File: config.mk
export PLATFORM = sky130hd
export DESIGN_NAME = lcd_i2c_expander_writer_core_flat
export DESIGN_NICKNAME = d
export VERILOG_FILES = /design/src/rtl/core/lcdw_pkg.sv /design/src/rtl/core/lcdw_if.sv /design/src/rtl/core/lcdw_cfg_regs.sv /design/src/rtl/core/lcdw_seq.sv /design/src/rtl/core/lcd_i2c_expander_writer_core.sv /design/src/flat_wrapper.sv
export SDC_FILE = /design/constraint.sdc
export NUM_CORES = 1
export LEC_CHECK = 0
export BUFFER_PORTS_ARGS = -buffer_cell sky130_fd_sc_hd__buf_2
export CORE_ASPECT_RATIO = 0.8
export CORE_MARGIN = 8
export CORE_UTILIZATION = 60
export CTS_BUF_LIST = sky130_fd_sc_hd__clkbuf_4
export DETAILED_ROUTE_END_ITERATION = 10
export PLACE_DENSITY = 0.89
export RECOVER_POWER = 25
export SYNTH_ARGS = -nofsm -noshare
export SYNTH_HDL_FRONTEND = slang
export SYNTH_SLANG_ARGS = --single-unit
export TNS_END_PERCENT = 5
File: constraint.sdc
create_clock -name clk_i -period 3.5 [get_ports clk_i]
set_input_delay 1.05 -clock clk_i [delete_from_list [all_inputs] [get_ports clk_i]]
set_output_delay 1.05 -clock clk_i [all_outputs]
set_load 0.01 [all_outputs]
File: src/rtl/core/lcdw_pkg.sv
// Shared types and constants of the LCD expander write engine.
package lcdw_pkg;

  localparam int unsigned CmdWidth     = 2;
  localparam int unsigned ByteWidth    = 8;
  localparam int unsigned ColWidth     = 6;
  localparam int unsigned TickWidth    = 16;
  localparam int unsigned CfgIdxWidth  = 3;
  localparam int unsigned CfgDataWidth = 16;

  localparam logic [ByteWidth-1:0] CursorRow0  = 8'h80;
  localparam logic [ByteWidth-1:0] CursorRow1  = 8'hC0;
  localparam logic [ByteWidth-1:0] HighNibMask = 8'hF0;

  localparam logic [ByteWidth-1:0] RstDeviceAddress = 8'd78;
  localparam logic [ByteWidth-1:0] RstSelectMask    = 8'd1;
  localparam logic [ByteWidth-1:0] RstEnableMask    = 8'd4;
  localparam logic [ByteWidth-1:0] RstBacklightMask = 8'd8;
  localparam logic [TickWidth-1:0] RstHalfBitTicks  = 16'd5;
  localparam logic [TickWidth-1:0] RstHoldTicks     = 16'd5;
  localparam logic [TickWidth-1:0] RstSettleTicks   = 16'd40;

  typedef enum logic [CmdWidth-1:0] {
    CMD_TICK   = 2'd0,
    CMD_BYTE   = 2'd1,
    CMD_NIBBLE = 2'd2,
    CMD_CURSOR = 2'd3
  } cmd_e;

  typedef enum logic [CfgIdxWidth-1:0] {
    CFG_DEVICE_ADDRESS = 3'd0,
    CFG_SELECT_MASK    = 3'd1,
    CFG_ENABLE_MASK    = 3'd2,
    CFG_BACKLIGHT_MASK = 3'd3,
    CFG_HALF_BIT_TICKS = 3'd4,
    CFG_HOLD_TICKS     = 3'd5,
    CFG_SETTLE_TICKS   = 3'd6
  } cfg_idx_e;

  typedef enum logic [4:0] {
    PH_IDLE   = 5'd0,
    PH_A1     = 5'd1,
    PH_A2     = 5'd2,
    PH_A3     = 5'd3,
    PH_A4     = 5'd4,
    PH_B1     = 5'd5,
    PH_B2     = 5'd6,
    PH_B3     = 5'd7,
    PH_C1     = 5'd8,
    PH_C2     = 5'd9,
    PH_C3     = 5'd10,
    PH_D1     = 5'd11,
    PH_D2     = 5'd12,
    PH_D3     = 5'd13,
    PH_HOLD   = 5'd14,
    PH_SETTLE = 5'd15,
    PH_DONE   = 5'd16
  } phase_e;

  typedef struct packed {
    logic [ByteWidth-1:0] device_address;
    logic [ByteWidth-1:0] select_mask;
    logic [ByteWidth-1:0] enable_mask;
    logic [ByteWidth-1:0] backlight_mask;
    logic [TickWidth-1:0] half_bit_ticks;
    logic [TickWidth-1:0] enable_hold_ticks;
    logic [TickWidth-1:0] settle_ticks;
  } cfg_t;

  typedef struct packed {
    logic scl_level;
    logic sda_level;
    logic busy_res;
    logic rejected;
  } res_t;

endpackage

File: src/rtl/core/lcdw_if.sv
// Handshake channels for request words and result words.
interface lcdw_req_if;
  logic                             valid;
  logic                             ready;
  logic [lcdw_pkg::CmdWidth-1:0]    command;
  logic [lcdw_pkg::ByteWidth-1:0]   value;
  logic                             rs_select;
  logic                             row;
  logic [lcdw_pkg::ColWidth-1:0]    col;

  modport source (output valid, command, value, rs_select, row, col, input ready);
  modport sink   (input valid, command, value, rs_select, row, col, output ready);
endinterface

interface lcdw_res_if;
  logic valid;
  logic ready;
  logic scl_level;
  logic sda_level;
  logic busy_res;
  logic rejected;

  modport source (output valid, scl_level, sda_level, busy_res, rejected, input ready);
  modport sink   (input valid, scl_level, sda_level, busy_res, rejected, output ready);
endinterface

File: src/rtl/core/lcdw_cfg_regs.sv
// Configuration register file of the LCD expander write engine.
module lcdw_cfg_regs (
  input  logic                               clk_i,
  input  logic                               rst_ni,
  input  logic                               cfg_we_i,
  input  logic [lcdw_pkg::CfgIdxWidth-1:0]   cfg_idx_i,
  input  logic [lcdw_pkg::CfgDataWidth-1:0]  cfg_wdata_i,
  output lcdw_pkg::cfg_t                     cfg_o
);
  import lcdw_pkg::*;

  cfg_t cfg_q, cfg_d;

  always_comb begin
    cfg_d = cfg_q;
    if (cfg_we_i) begin
      unique case (cfg_idx_i)
        CFG_DEVICE_ADDRESS: cfg_d.device_address    = cfg_wdata_i[ByteWidth-1:0];
        CFG_SELECT_MASK:    cfg_d.select_mask       = cfg_wdata_i[ByteWidth-1:0];
        CFG_ENABLE_MASK:    cfg_d.enable_mask       = cfg_wdata_i[ByteWidth-1:0];
        CFG_BACKLIGHT_MASK: cfg_d.backlight_mask    = cfg_wdata_i[ByteWidth-1:0];
        CFG_HALF_BIT_TICKS: cfg_d.half_bit_ticks    = cfg_wdata_i[TickWidth-1:0];
        CFG_HOLD_TICKS:     cfg_d.enable_hold_ticks = cfg_wdata_i[TickWidth-1:0];
        CFG_SETTLE_TICKS:   cfg_d.settle_ticks      = cfg_wdata_i[TickWidth-1:0];
        default:            cfg_d = cfg_q;
      endcase
    end
  end

  always_ff @(posedge clk_i or negedge rst_ni) begin
    if (!rst_ni) begin
      cfg_q.device_address    <= RstDeviceAddress;
      cfg_q.select_mask       <= RstSelectMask;
      cfg_q.enable_mask       <= RstEnableMask;
      cfg_q.backlight_mask    <= RstBacklightMask;
      cfg_q.half_bit_ticks    <= RstHalfBitTicks;
      cfg_q.enable_hold_ticks <= RstHoldTicks;
      cfg_q.settle_ticks      <= RstSettleTicks;
    end else begin
      cfg_q <= cfg_d;
    end
  end

  assign cfg_o = cfg_q;

endmodule

File: src/rtl/core/lcdw_seq.sv
// Frame sequencer: phase, bit, frame and wait state with one update per word.
module lcdw_seq #(
  parameter int unsigned WAIT_WIDTH = 16
) (
  input  logic                              clk_i,
  input  logic                              rst_ni,
  input  logic                              step_i,
  input  logic [lcdw_pkg::CmdWidth-1:0]     command_i,
  input  logic [lcdw_pkg::ByteWidth-1:0]    value_i,
  input  logic                              rs_select_i,
  input  logic                              row_i,
  input  logic [lcdw_pkg::ColWidth-1:0]     col_i,
  input  lcdw_pkg::cfg_t                    cfg_i,
  output lcdw_pkg::res_t                    res_o
);
  import lcdw_pkg::*;

  phase_e                 phase_q, phase_d;
  logic [3:0]             bit_q, bit_d;
  logic                   byte_q, byte_d;
  logic [1:0]             frame_q, frame_d;
  logic [WAIT_WIDTH-1:0]  wait_q, wait_d;
  logic [ByteWidth-1:0]   value_q, value_d;
  logic                   sel_q, sel_d;
  logic                   nib_only_q, nib_only_d;
  logic                   scl_q, scl_d;
  logic                   sda_q, sda_d;
  logic                   rej;

  logic [WAIT_WIDTH-1:0]  half_w;
  logic [WAIT_WIDTH-1:0]  hold_w;
  logic [WAIT_WIDTH-1:0]  settle_w;
  logic [ByteWidth-1:0]   nibble;
  logic [ByteWidth-1:0]   data_byte;
  logic [ByteWidth-1:0]   frame_byte;
  logic [ByteWidth-1:0]   cursor_addr;
  cmd_e                   cmd;

  assign cmd    = cmd_e'(command_i);
  assign half_w = WAIT_WIDTH'(cfg_i.half_bit_ticks);
  assign hold_w = (cfg_i.enable_hold_ticks == '0) ? '0 :
                  WAIT_WIDTH'(cfg_i.enable_hold_ticks - TickWidth'(1));
  assign settle_w = (cfg_i.settle_ticks == '0) ? '0 :
                    WAIT_WIDTH'(cfg_i.settle_ticks - TickWidth'(1));

  assign cursor_addr = (row_i ? CursorRow1 : CursorRow0) + ByteWidth'(col_i);

  always_comb begin
    nibble = frame_q[1] ? {value_q[3:0], 4'b0000} : (value_q & HighNibMask);
    nibble = nibble | (sel_q ? cfg_i.select_mask : '0);
    if (!frame_q[0]) begin
      data_byte = nibble | cfg_i.enable_mask;
    end else begin
      data_byte = nibble & ~cfg_i.enable_mask;
    end
    data_byte  = data_byte | cfg_i.backlight_mask;
    frame_byte = byte_q ? data_byte : cfg_i.device_address;
  end

  always_comb begin
    phase_d    = phase_q;
    bit_d      = bit_q;
    byte_d     = byte_q;
    frame_d    = frame_q;
    wait_d     = wait_q;
    value_d    = value_q;
    sel_d      = sel_q;
    nib_only_d = nib_only_q;
    scl_d      = scl_q;
    sda_d      = sda_q;
    rej        = 1'b0;
    if (step_i) begin
      if (phase_q == PH_IDLE) begin
        if (cmd != CMD_TICK) begin
          if (cmd == CMD_CURSOR) begin
            value_d    = cursor_addr;
            sel_d      = 1'b0;
            nib_only_d = 1'b0;
          end else begin
            value_d    = value_i;
            sel_d      = rs_select_i;
            nib_only_d = (cmd == CMD_NIBBLE);
          end
          frame_d = '0;
          byte_d  = 1'b0;
          bit_d   = '0;
          wait_d  = '0;
          phase_d = PH_A1;
        end
      end else begin
        rej = (cmd != CMD_TICK);
        if (wait_q != '0) begin
          wait_d = wait_q - WAIT_WIDTH'(1);
        end else begin
          unique case (phase_q)
            PH_A1: begin sda_d = 1'b1; wait_d = '0; phase_d = PH_A2; end
            PH_A2: begin scl_d = 1'b1; wait_d = half_w; phase_d = PH_A3; end
            PH_A3: begin sda_d = 1'b0; wait_d = half_w; phase_d = PH_A4; end
            PH_A4: begin
              scl_d = 1'b0; wait_d = '0;
              byte_d = 1'b0; bit_d = '0; phase_d = PH_B1;
            end
            PH_B1: begin
              sda_d = frame_byte[3'd7 - bit_q[2:0]];
              wait_d = half_w; phase_d = PH_B2;
            end
            PH_B2: begin scl_d = 1'b1; wait_d = half_w; phase_d = PH_B3; end
            PH_B3: begin
              scl_d = 1'b0; wait_d = '0;
              bit_d = bit_q + 4'd1;
              phase_d = bit_d[3] ? PH_C1 : PH_B1;
            end
            PH_C1: begin sda_d = 1'b1; wait_d = '0; phase_d = PH_C2; end
            PH_C2: begin scl_d = 1'b1; wait_d = half_w; phase_d = PH_C3; end
            PH_C3: begin
              scl_d = 1'b0; wait_d = '0; bit_d = '0;
              if (!byte_q) begin
                byte_d = 1'b1; phase_d = PH_B1;
              end else begin
                phase_d = PH_D1;
              end
            end
            PH_D1: begin sda_d = 1'b0; wait_d = '0; phase_d = PH_D2; end
            PH_D2: begin scl_d = 1'b1; wait_d = half_w; phase_d = PH_D3; end
            PH_D3: begin
              sda_d = 1'b1; wait_d = half_w;
              phase_d = frame_q[0] ? PH_SETTLE : PH_HOLD;
            end
            PH_HOLD: begin
              wait_d = hold_w; frame_d = frame_q + 2'd1; phase_d = PH_A1;
            end
            PH_SETTLE: begin
              wait_d = settle_w;
              if (frame_q == 2'd1 && !nib_only_q) begin
                frame_d = 2'd2; phase_d = PH_A1;
              end else begin
                phase_d = PH_DONE;
              end
            end
            default: begin
              wait_d = '0; frame_d = '0; byte_d = 1'b0; bit_d = '0;
              phase_d = PH_IDLE;
            end
          endcase
        end
      end
    end
  end

  always_ff @(posedge clk_i or negedge rst_ni) begin
    if (!rst_ni) begin
      phase_q    <= PH_IDLE;
      bit_q      <= '0;
      byte_q     <= 1'b0;
      frame_q    <= '0;
      wait_q     <= '0;
      value_q    <= '0;
      sel_q      <= 1'b0;
      nib_only_q <= 1'b0;
      scl_q      <= 1'b1;
      sda_q      <= 1'b1;
    end else begin
      phase_q    <= phase_d;
      bit_q      <= bit_d;
      byte_q     <= byte_d;
      frame_q    <= frame_d;
      wait_q     <= wait_d;
      value_q    <= value_d;
      sel_q      <= sel_d;
      nib_only_q <= nib_only_d;
      scl_q      <= scl_d;
      sda_q      <= sda_d;
    end
  end

  assign res_o.scl_level = scl_d;
  assign res_o.sda_level = sda_d;
  assign res_o.busy_res  = (phase_d != PH_IDLE);
  assign res_o.rejected  = rej;

  a_idle_wait_clear: assert property (@(posedge clk_i) disable iff (!rst_ni)
    phase_q == PH_IDLE |-> wait_q == '0 && frame_q == '0)
    else $error("wait or frame count left over in idle");

  a_idle_lines_high: assert property (@(posedge clk_i) disable iff (!rst_ni)
    phase_q == PH_IDLE |-> scl_q && sda_q)
    else $error("bus lines not released in idle");

  a_hold_without_word: assert property (@(posedge clk_i) disable iff (!rst_ni)
    !step_i |=> $stable(phase_q) && $stable(wait_q) && $stable(scl_q) && $stable(sda_q))
    else $error("sequencer advanced without a word");

  a_bit_in_range: assert property (@(posedge clk_i) disable iff (!rst_ni)
    (phase_q == PH_B1 || phase_q == PH_B2 || phase_q == PH_B3) |-> !bit_q[3])
    else $error("bit position out of range inside a byte");

endmodule

File: src/rtl/core/lcd_i2c_expander_writer_core.sv
// Top level of the LCD expander write engine: request channel, sequencer, result register.
// The result word of an accepted request word is registered and offered in the next cycle.
// Throughput: one word per cycle unless stalled; sequencer updates once per accepted word.
// A request stalls only while the result register is full and not being taken.
// Reset: asynchronous, active low; idle phase, bus lines high, config at defaults.
module lcd_i2c_expander_writer_core #(
  parameter int unsigned WAIT_WIDTH = 16
) (
  input  logic                               clk_i,
  input  logic                               rst_ni,
  input  logic                               cfg_we_i,
  input  logic [lcdw_pkg::CfgIdxWidth-1:0]   cfg_idx_i,
  input  logic [lcdw_pkg::CfgDataWidth-1:0]  cfg_wdata_i,
  lcdw_req_if.sink                           item_i,
  lcdw_res_if.source                         result_o
);
  import lcdw_pkg::*;

  cfg_t cfg;
  res_t res_next;
  res_t res_q;
  logic res_valid_q, res_valid_d;
  logic step;

  assign item_i.ready = !res_valid_q || result_o.ready;
  assign step         = item_i.valid && item_i.ready;

  lcdw_cfg_regs u_cfg_regs (
    .clk_i       (clk_i),
    .rst_ni      (rst_ni),
    .cfg_we_i    (cfg_we_i),
    .cfg_idx_i   (cfg_idx_i),
    .cfg_wdata_i (cfg_wdata_i),
    .cfg_o       (cfg)
  );

  lcdw_seq #(
    .WAIT_WIDTH (WAIT_WIDTH)
  ) u_seq (
    .clk_i       (clk_i),
    .rst_ni      (rst_ni),
    .step_i      (step),
    .command_i   (item_i.command),
    .value_i     (item_i.value),
    .rs_select_i (item_i.rs_select),
    .row_i       (item_i.row),
    .col_i       (item_i.col),
    .cfg_i       (cfg),
    .res_o       (res_next)
  );

  always_comb begin
    res_valid_d = res_valid_q;
    if (step) begin
      res_valid_d = 1'b1;
    end else if (result_o.ready) begin
      res_valid_d = 1'b0;
    end
  end

  always_ff @(posedge clk_i or negedge rst_ni) begin
    if (!rst_ni) begin
      res_valid_q <= 1'b0;
    end else begin
      res_valid_q <= res_valid_d;
    end
  end

  always_ff @(posedge clk_i) begin
    if (step) begin
      res_q <= res_next;
    end
  end

  assign result_o.valid     = res_valid_q;
  assign result_o.scl_level = res_q.scl_level;
  assign result_o.sda_level = res_q.sda_level;
  assign result_o.busy_res  = res_q.busy_res;
  assign result_o.rejected  = res_q.rejected;

  a_accept_fills: assert property (@(posedge clk_i) disable iff (!rst_ni)
    step |=> res_valid_q)
    else $error("accepted word left no result");

  a_full_blocks: assert property (@(posedge clk_i) disable iff (!rst_ni)
    res_valid_q && !result_o.ready |-> !item_i.ready)
    else $error("request taken while result held");

  a_drain: assert property (@(posedge clk_i) disable iff (!rst_ni)
    res_valid_q && result_o.ready && !step |=> !res_valid_q)
    else $error("taken result not dropped");

endmodule
File: src/flat_wrapper.sv
// flat-port wrapper written by rule: the top's interface ports become plain ports
module lcd_i2c_expander_writer_core_flat import lcdw_pkg::*;
#(
  parameter int unsigned WAIT_WIDTH = 16
)
  (clk_i, rst_ni, cfg_we_i, cfg_idx_i, cfg_wdata_i, item_i_valid, item_i_command, item_i_value, item_i_rs_select, item_i_row, item_i_col, item_i_ready, result_o_valid, result_o_scl_level, result_o_sda_level, result_o_busy_res, result_o_rejected, result_o_ready);
  lcdw_req_if item_i_i ();
  lcdw_res_if result_o_i ();
  input  logic clk_i;
  input  logic rst_ni;
  input  logic cfg_we_i;
  input  logic [lcdw_pkg::CfgIdxWidth-1:0] cfg_idx_i;
  input  logic [lcdw_pkg::CfgDataWidth-1:0] cfg_wdata_i;
  input wire logic [$bits(item_i_i.valid)-1:0] item_i_valid;
  input wire logic [$bits(item_i_i.command)-1:0] item_i_command;
  input wire logic [$bits(item_i_i.value)-1:0] item_i_value;
  input wire logic [$bits(item_i_i.rs_select)-1:0] item_i_rs_select;
  input wire logic [$bits(item_i_i.row)-1:0] item_i_row;
  input wire logic [$bits(item_i_i.col)-1:0] item_i_col;
  output wire logic [$bits(item_i_i.ready)-1:0] item_i_ready;
  output wire logic [$bits(result_o_i.valid)-1:0] result_o_valid;
  output wire logic [$bits(result_o_i.scl_level)-1:0] result_o_scl_level;
  output wire logic [$bits(result_o_i.sda_level)-1:0] result_o_sda_level;
  output wire logic [$bits(result_o_i.busy_res)-1:0] result_o_busy_res;
  output wire logic [$bits(result_o_i.rejected)-1:0] result_o_rejected;
  input wire logic [$bits(result_o_i.ready)-1:0] result_o_ready;
  assign item_i_i.valid = item_i_valid;
  assign item_i_i.command = item_i_command;
  assign item_i_i.value = item_i_value;
  assign item_i_i.rs_select = item_i_rs_select;
  assign item_i_i.row = item_i_row;
  assign item_i_i.col = item_i_col;
  assign item_i_ready = item_i_i.ready;
  assign result_o_valid = result_o_i.valid;
  assign result_o_scl_level = result_o_i.scl_level;
  assign result_o_sda_level = result_o_i.sda_level;
  assign result_o_busy_res = result_o_i.busy_res;
  assign result_o_rejected = result_o_i.rejected;
  assign result_o_i.ready = result_o_ready;
  lcd_i2c_expander_writer_core #(.WAIT_WIDTH(WAIT_WIDTH)) u_core (.clk_i(clk_i), .rst_ni(rst_ni), .cfg_we_i(cfg_we_i), .cfg_idx_i(cfg_idx_i), .cfg_wdata_i(cfg_wdata_i), .item_i(item_i_i), .result_o(result_o_i));
endmodule
== After elaboration in Yosys (flattened, before gate mapping) ==
Cells that the tools add are included.
Storage, ports and cells
  logic and storage cells: 146
  register bits after elaboration: 125
  input bits: 42
Operators by class
  add/subtract/negate cells: 7
  multiplexer cells: 48
  reduce and logical (&&, ||, !) cells: 33
  $lt $le $gt $ge: 1
  equal/unequal tests: 30
  bitwise gates (word level): 5
Operators with widths (count)
  16-bit two-way mux: 5
  5-bit case mux with 15 select lines: 1
  16-bit case mux with 3 select lines: 1
  16-bit by 1-bit subtractor with 16-bit output (second input constant): 3
  5-bit by 4-bit equality test with 1-bit output (second input constant): 8
  8-bit two-way mux: 5
  16-bit logical NOT: 2
  13-bit OR reduction: 2
  5-bit two-way mux: 5
  8-bit bitwise OR: 3
  5-bit by 3-bit equality test with 1-bit output (second input constant): 4
  4-bit two-way mux: 5
  2-bit AND reduction: 8
  16-bit nonzero test: 1
  1-bit two-way mux: 15
  12-bit OR reduction: 1
  5-bit by 2-bit equality test with 1-bit output (second input constant): 2
  3-bit equality test (second input constant): 3
  8-bit by 6-bit adder with 8-bit output: 1
  8-bit bitwise AND: 1
  2-bit two-way mux: 4
  2-bit by 1-bit inequality test with 1-bit output (second input constant): 4
  8-bit NOT: 1
  4-bit case mux with 2 select lines: 1
  other kinds (30): 38

== Depth between registers and ports, before layout ==
  word-level depth: 12
  gate-level depth with buffers: 9
  mapped depth without buffers: 8

== Modules after synthesis ==
From an unflattened synthesis, not the netlist that was laid out.
Unflattened totals
  cell total of the unflattened synthesis: 689
  area total of the unflattened synthesis: 7209.4 um^2
Modules (own cells, without submodules)
  lcdw_seq: sequential area each 1003.5 um^2, instances 1, area each 3892.5 um^2, cells each 504
  lcdw_cfg_regs: sequential area each 2018.2 um^2, instances 1, area each 3143.0 um^2, cells each 177
  lcd_i2c_expander_writer_core: sequential area each 145.1 um^2, instances 1, area each 173.9 um^2, cells each 8

== Worst setup path before layout ==
Ideal clock, no wire load.
  kind: input -> register
  start point: input port result_o_ready
  end point: register u_core.res_q (netlist bit u_core.result_o.busy_res), data pin
  cell stages on the path: 6
  required time: 3228 ps
  arrival: 2486 ps
  setup slack: 742 ps
  path buffers: 0
  setup time: 272 ps
  cell sequence: nand2b_1 -> nand2_1 -> a21oi_1 -> nand2_1 -> a21o_1 -> or4b_1
RTL lines
  from (decl): line flat_wrapper.sv:26  | input wire logic [$bits(result_o_i.ready)-1:0] result_o_ready;
  to (signal assigned): line lcd_i2c_expander_writer_core.sv:71  | res_q <= res_next;
  to (decl): line lcd_i2c_expander_writer_core.sv:21  | res_t res_q;

== Final worst setup path ==
  start point: register u_core.u_cfg_regs.cfg_q (netlist bit u_core.u_cfg_regs.cfg_o[0])
  end point: register u_core.u_seq.wait_q[4]
Between the ends
  cells in the longest elaborated chain, start to end: 5
  elaborated cells on any way between the ends: 6
  those cells by class: add/sub: 1; mux: 4; reduce/logical: 1
Ends and longest elaborated chain
  from (decl): line lcdw_cfg_regs.sv:12  | cfg_t cfg_q, cfg_d;
  from (signal assigned): line lcdw_cfg_regs.sv:40  | cfg_q <= cfg_d;
  16-bit by 1-bit subtractor with 16-bit output / 16-bit logical NOT (equally long branches): line lcdw_seq.sv:44, lcdw_seq.sv:43
  16-bit two-way mux *: line lcdw_seq.sv:43  | assign settle_w = (cfg_i.settle_ticks == '0) ? '0 :
  16-bit case mux with 3 select lines *: line lcdw_seq.sv:95  | unique case (phase_q)
  16-bit two-way mux *: line lcdw_seq.sv:92  | if (wait_q != '0) begin
  16-bit two-way mux *: line lcdw_seq.sv:73  | if (phase_q == PH_IDLE) begin
  to (signal assigned): line lcdw_seq.sv:167  | wait_q <= wait_d;
  to (decl): line lcdw_seq.sv:22  | logic [WAIT_WIDTH-1:0] wait_q, wait_d;
Every way passes the cells marked *; elsewhere a longest branch is shown, timed or not.
A chain may end at the register's enable or synchronous reset.

==> out/qor.txt <==
result of the run: finished clean
antenna violations before repair: 0
prevailing post-synth register cell: sky130_fd_sc_hd__dfrtp_1
FF+latch count, synth: 125
site row count: 35
# Post-CTS Setup Buffers: 0
gp weighted congestion: 0.9381
max-cap check violation count: 0
final hold violation count: 0
total wire length after detailed routing: 18310 um
synthesized cell area: 0.006957 mm^2
worst rel slew slack: 6.622%
Period Utilization, post-route: 86.96%
Die Outline Area: 0.01532 mm^2
switching share of total power: 38.29%
fill cell total of the finished layout: 837
fraction of the yosys area taken by sequential cells: 45.52%
number of standard cells after synthesis: 690
Clock Power Share: 23.6%
Root Driver: sky130_fd_sc_hd__clkbuf_4
Post-Place Worst Slack: 0.4620 ns
Placed Instances: 877
unrepaired setup endpoints after global routing: no
Pre-antenna DRT Iters: 5
number of buffers inserted during clock tree synthesis: 17
later-pin clock latency in the skew report: 0.56 ns
Final min period: 3.044 ns
width of the chip: 136.4 um
portion of total power attributed to combinational logic: 31.7%
hpwl dp: 13220 um
average size of a mapped cell: 10.08 um^2
share of cells above drive strength 1: 28.52%
Worst Path Max Fanout: 9
drt first-iter violations: 783
measured slew at the worst slew-check pin: 1.401 ns
per-cell routed wire length: 20.15 um
Min-Delay Path Class: register to register
Worst Setup Start Kind: register
number of port buffers: 47
nets@finish: 796
R2R cell count: 8
cells resized by post-CTS repair: 0
number of pins exceeding their max-slew limit in the final report: 0
PwrDens: 655.7 mW/mm^2
Warnings, synthesis: 0
# hold bufs at CTS: 0
area of the core: 0.01143 mm^2
final worst setup slack: 0.4563 ns
fraction of synthesized cell area taken by the top area cell type: 38.13%
data required time of the critical path: 3.91 ns
leading area contributor after synthesis: sky130_fd_sc_hd__dfrtp_1
clock-pin slew of the registers on the worst-case setup and hold paths: 0.12 ns
minimum setup slack among reg-to-reg paths: 0.46 ns
die outline height: 112.3 um
most common library cells after synthesis: sky130_fd_sc_hd__dfrtp_1, sky130_fd_sc_hd__mux2_2, sky130_fd_sc_hd__nor2_1, sky130_fd_sc_hd__a21oi_1, sky130_fd_sc_hd__nand2_1
share of async-settable or async-resettable flops after synthesis: 96.80%
global-route wire length before repair: 29360 um
post-route clock skew: 0.02884 ns
Reg power frac: 44.7%
Setup TNS: 0 ns
number of buffers on the longest clock path: 2
count of distinct cell types in the synthesized netlist: 76
Max VDD drop: 0.3083 mV
nets in the synthesized netlist: 738
final setup violation count: 0
count of antenna diodes in the layout: 0
CTS sink count: 125
Non-Filler Instances: 909
total net switching power: 1.947 mW
maximum level of the CTS H-tree: 4
number of global-route vias before repair: 5818
count of flip-flops with a built-in enable after synthesis: 4
Top-Level Pins: 48
CTS tree: done
Data arrival, critical path: 3.46 ns
largest net degree at the start of global routing: 59
Vias/cell: 6.591
Vias: 5991
count of nets left with antenna violations after detail routing: 0
static leakage power: 3.185 nW
worst hold slack after final layout: 0.5141 ns
Total GRT Usage: 24.18%
Setup Crit Path Kind: register to register
top area cells in the synthesized netlist: sky130_fd_sc_hd__dfrtp_1, sky130_fd_sc_hd__mux2_2, sky130_fd_sc_hd__dfstp_2
Worst Hold Depth: 1
number of remaining DRC errors: 0
area grow syn2layout: 11.49%
endpoint class of the critical path: register
effective utilization at floorplan: 60.86%
library cell with the highest instance count after synthesis: sky130_fd_sc_hd__dfrtp_1
cell-internal power: 3.138 mW
Max Clk Rate: 328.5 MHz
overall overflow remaining after global route: 0
[cell families after synthesis]
group | Yosys count | synth area share (%)
compound gates | 176 | 16.31
fa+ha+maj | 6 | 1.079
flops | 125 | 45.52
xor+xnor | 21 | 2.644
simple gates | 213 | 15.99
mux | 97 | 15.43
buf+inv | 52 | 3.022
[layer usage]
metal  vias to the layer above  routed length (um)  track usage [%]
met3                        54                1874            6.607
met4                         0                 421            8.327
met1                      2923                7825            33.51
met5                         -                   0                0
met2                       340                8192            35.67
li1                       2674                   -                -
[flip-flops by register name, indices dropped and copies added, names as in the netlist, 2 cells and up]
signal / count
u_core.u_seq.value_q: 8
u_core.u_seq.bit_q: 4
u_core.u_seq.frame_q: 2
u_core.u_cfg_regs.cfg_o: 80
u_core.u_seq.wait_q: 16
u_core.u_seq.phase_q: 5
[worst paths after layout]
path | end | startpoint
worst max-delay path | u_core.u_seq.wait_q[4] | u_core.u_cfg_regs.cfg_o[0]
worst min-delay path | u_core.u_cfg_regs.cfg_o[49] | u_core.u_cfg_regs.cfg_o[49]
worst max register to register | u_core.u_seq.wait_q[4] | u_core.u_cfg_regs.cfg_o[0]
worst min register to register | u_core.u_cfg_regs.cfg_o[49] | u_core.u_cfg_regs.cfg_o[49]
max in group asynchronous | u_core.u_seq.value_q[7] | rst_ni
min in group asynchronous | u_core.u_cfg_regs.cfg_o[29] | rst_ni
[layout make-up]
class                      count  area [um^2]  share of cell area (%)
inverter                      22        82.58                   1.065
sequential                   125         3167                   40.83
tap                          148        185.2                   2.387
timing repair buffer          69        397.9                   5.130
multi-input combinational    513         3585                   46.22
clock inverter                14        203.9                   2.629
clock buffer                  18        135.1                   1.742
[metrics by stage]
stage | total power [mW] | instance area (um^2) | util [%]
final | 5.086 | 7756 | 67.86
after global routing | 5.353 | 7756 | 67.86
after CTS | 5.048 | 7774 | 68.01
after detailed placement | 3.848 | 7435 | 65.05
after global placement | 3.757 | 7435 | 65.05
after floorplan | 3.334 | 6957 | -
[worst max-delay path, cell delays in order (launching register included)]
cell,delay (ns)
sky130_fd_sc_hd__dfrtp_1,0.43
sky130_fd_sc_hd__inv_1,0.09
sky130_fd_sc_hd__ha_1,0.21
sky130_fd_sc_hd__nor4b_1,0.78
sky130_fd_sc_hd__nand4_1,0.29
sky130_fd_sc_hd__nand2_1,0.38
sky130_fd_sc_hd__a21oi_1,0.07
sky130_fd_sc_hd__a2111oi_0,0.50
sky130_fd_sc_hd__o21ai_0,0.16
[layout by cell type, fill, tap and decap left out, drive strengths merged, types with 5 or more instances in the layout]
| cell | n |
|---|---|
| nor4 | 9 |
| nand2 | 48 |
| o31ai | 7 |
| a211oi | 9 |
| o21ai | 46 |
| xnor2 | 15 |
| clkbuf | 20 |
| nor3 | 19 |
| a2111oi | 5 |
| dfstp | 15 |
| a21o | 5 |
| or4 | 8 |
| mux2 | 82 |
| nand2b | 13 |
| a31oi | 9 |
| dfrtp | 106 |
| or3 | 8 |
| o211ai | 6 |
| o2111ai | 5 |
| ha | 6 |
| buf | 67 |
| or2 | 5 |
| mux2i | 15 |
| inv | 28 |
| nand3 | 16 |
| nor2 | 60 |
| xor2 | 6 |
| a21oi | 51 |
[power groups by stage]
stage / registers, mW / clock network [mW] / logic, mW
floorplan: 2.12 / 0 / 1.22
global placement: 2.24 / 0 / 1.51
detailed placement: 2.28 / 0 / 1.57
CTS: 2.25 / 1.21 / 1.58
global route: 2.32 / 1.28 / 1.76
finish: 2.27 / 1.20 / 1.61
No activity file was read; power rests on OpenSTA's default activity.
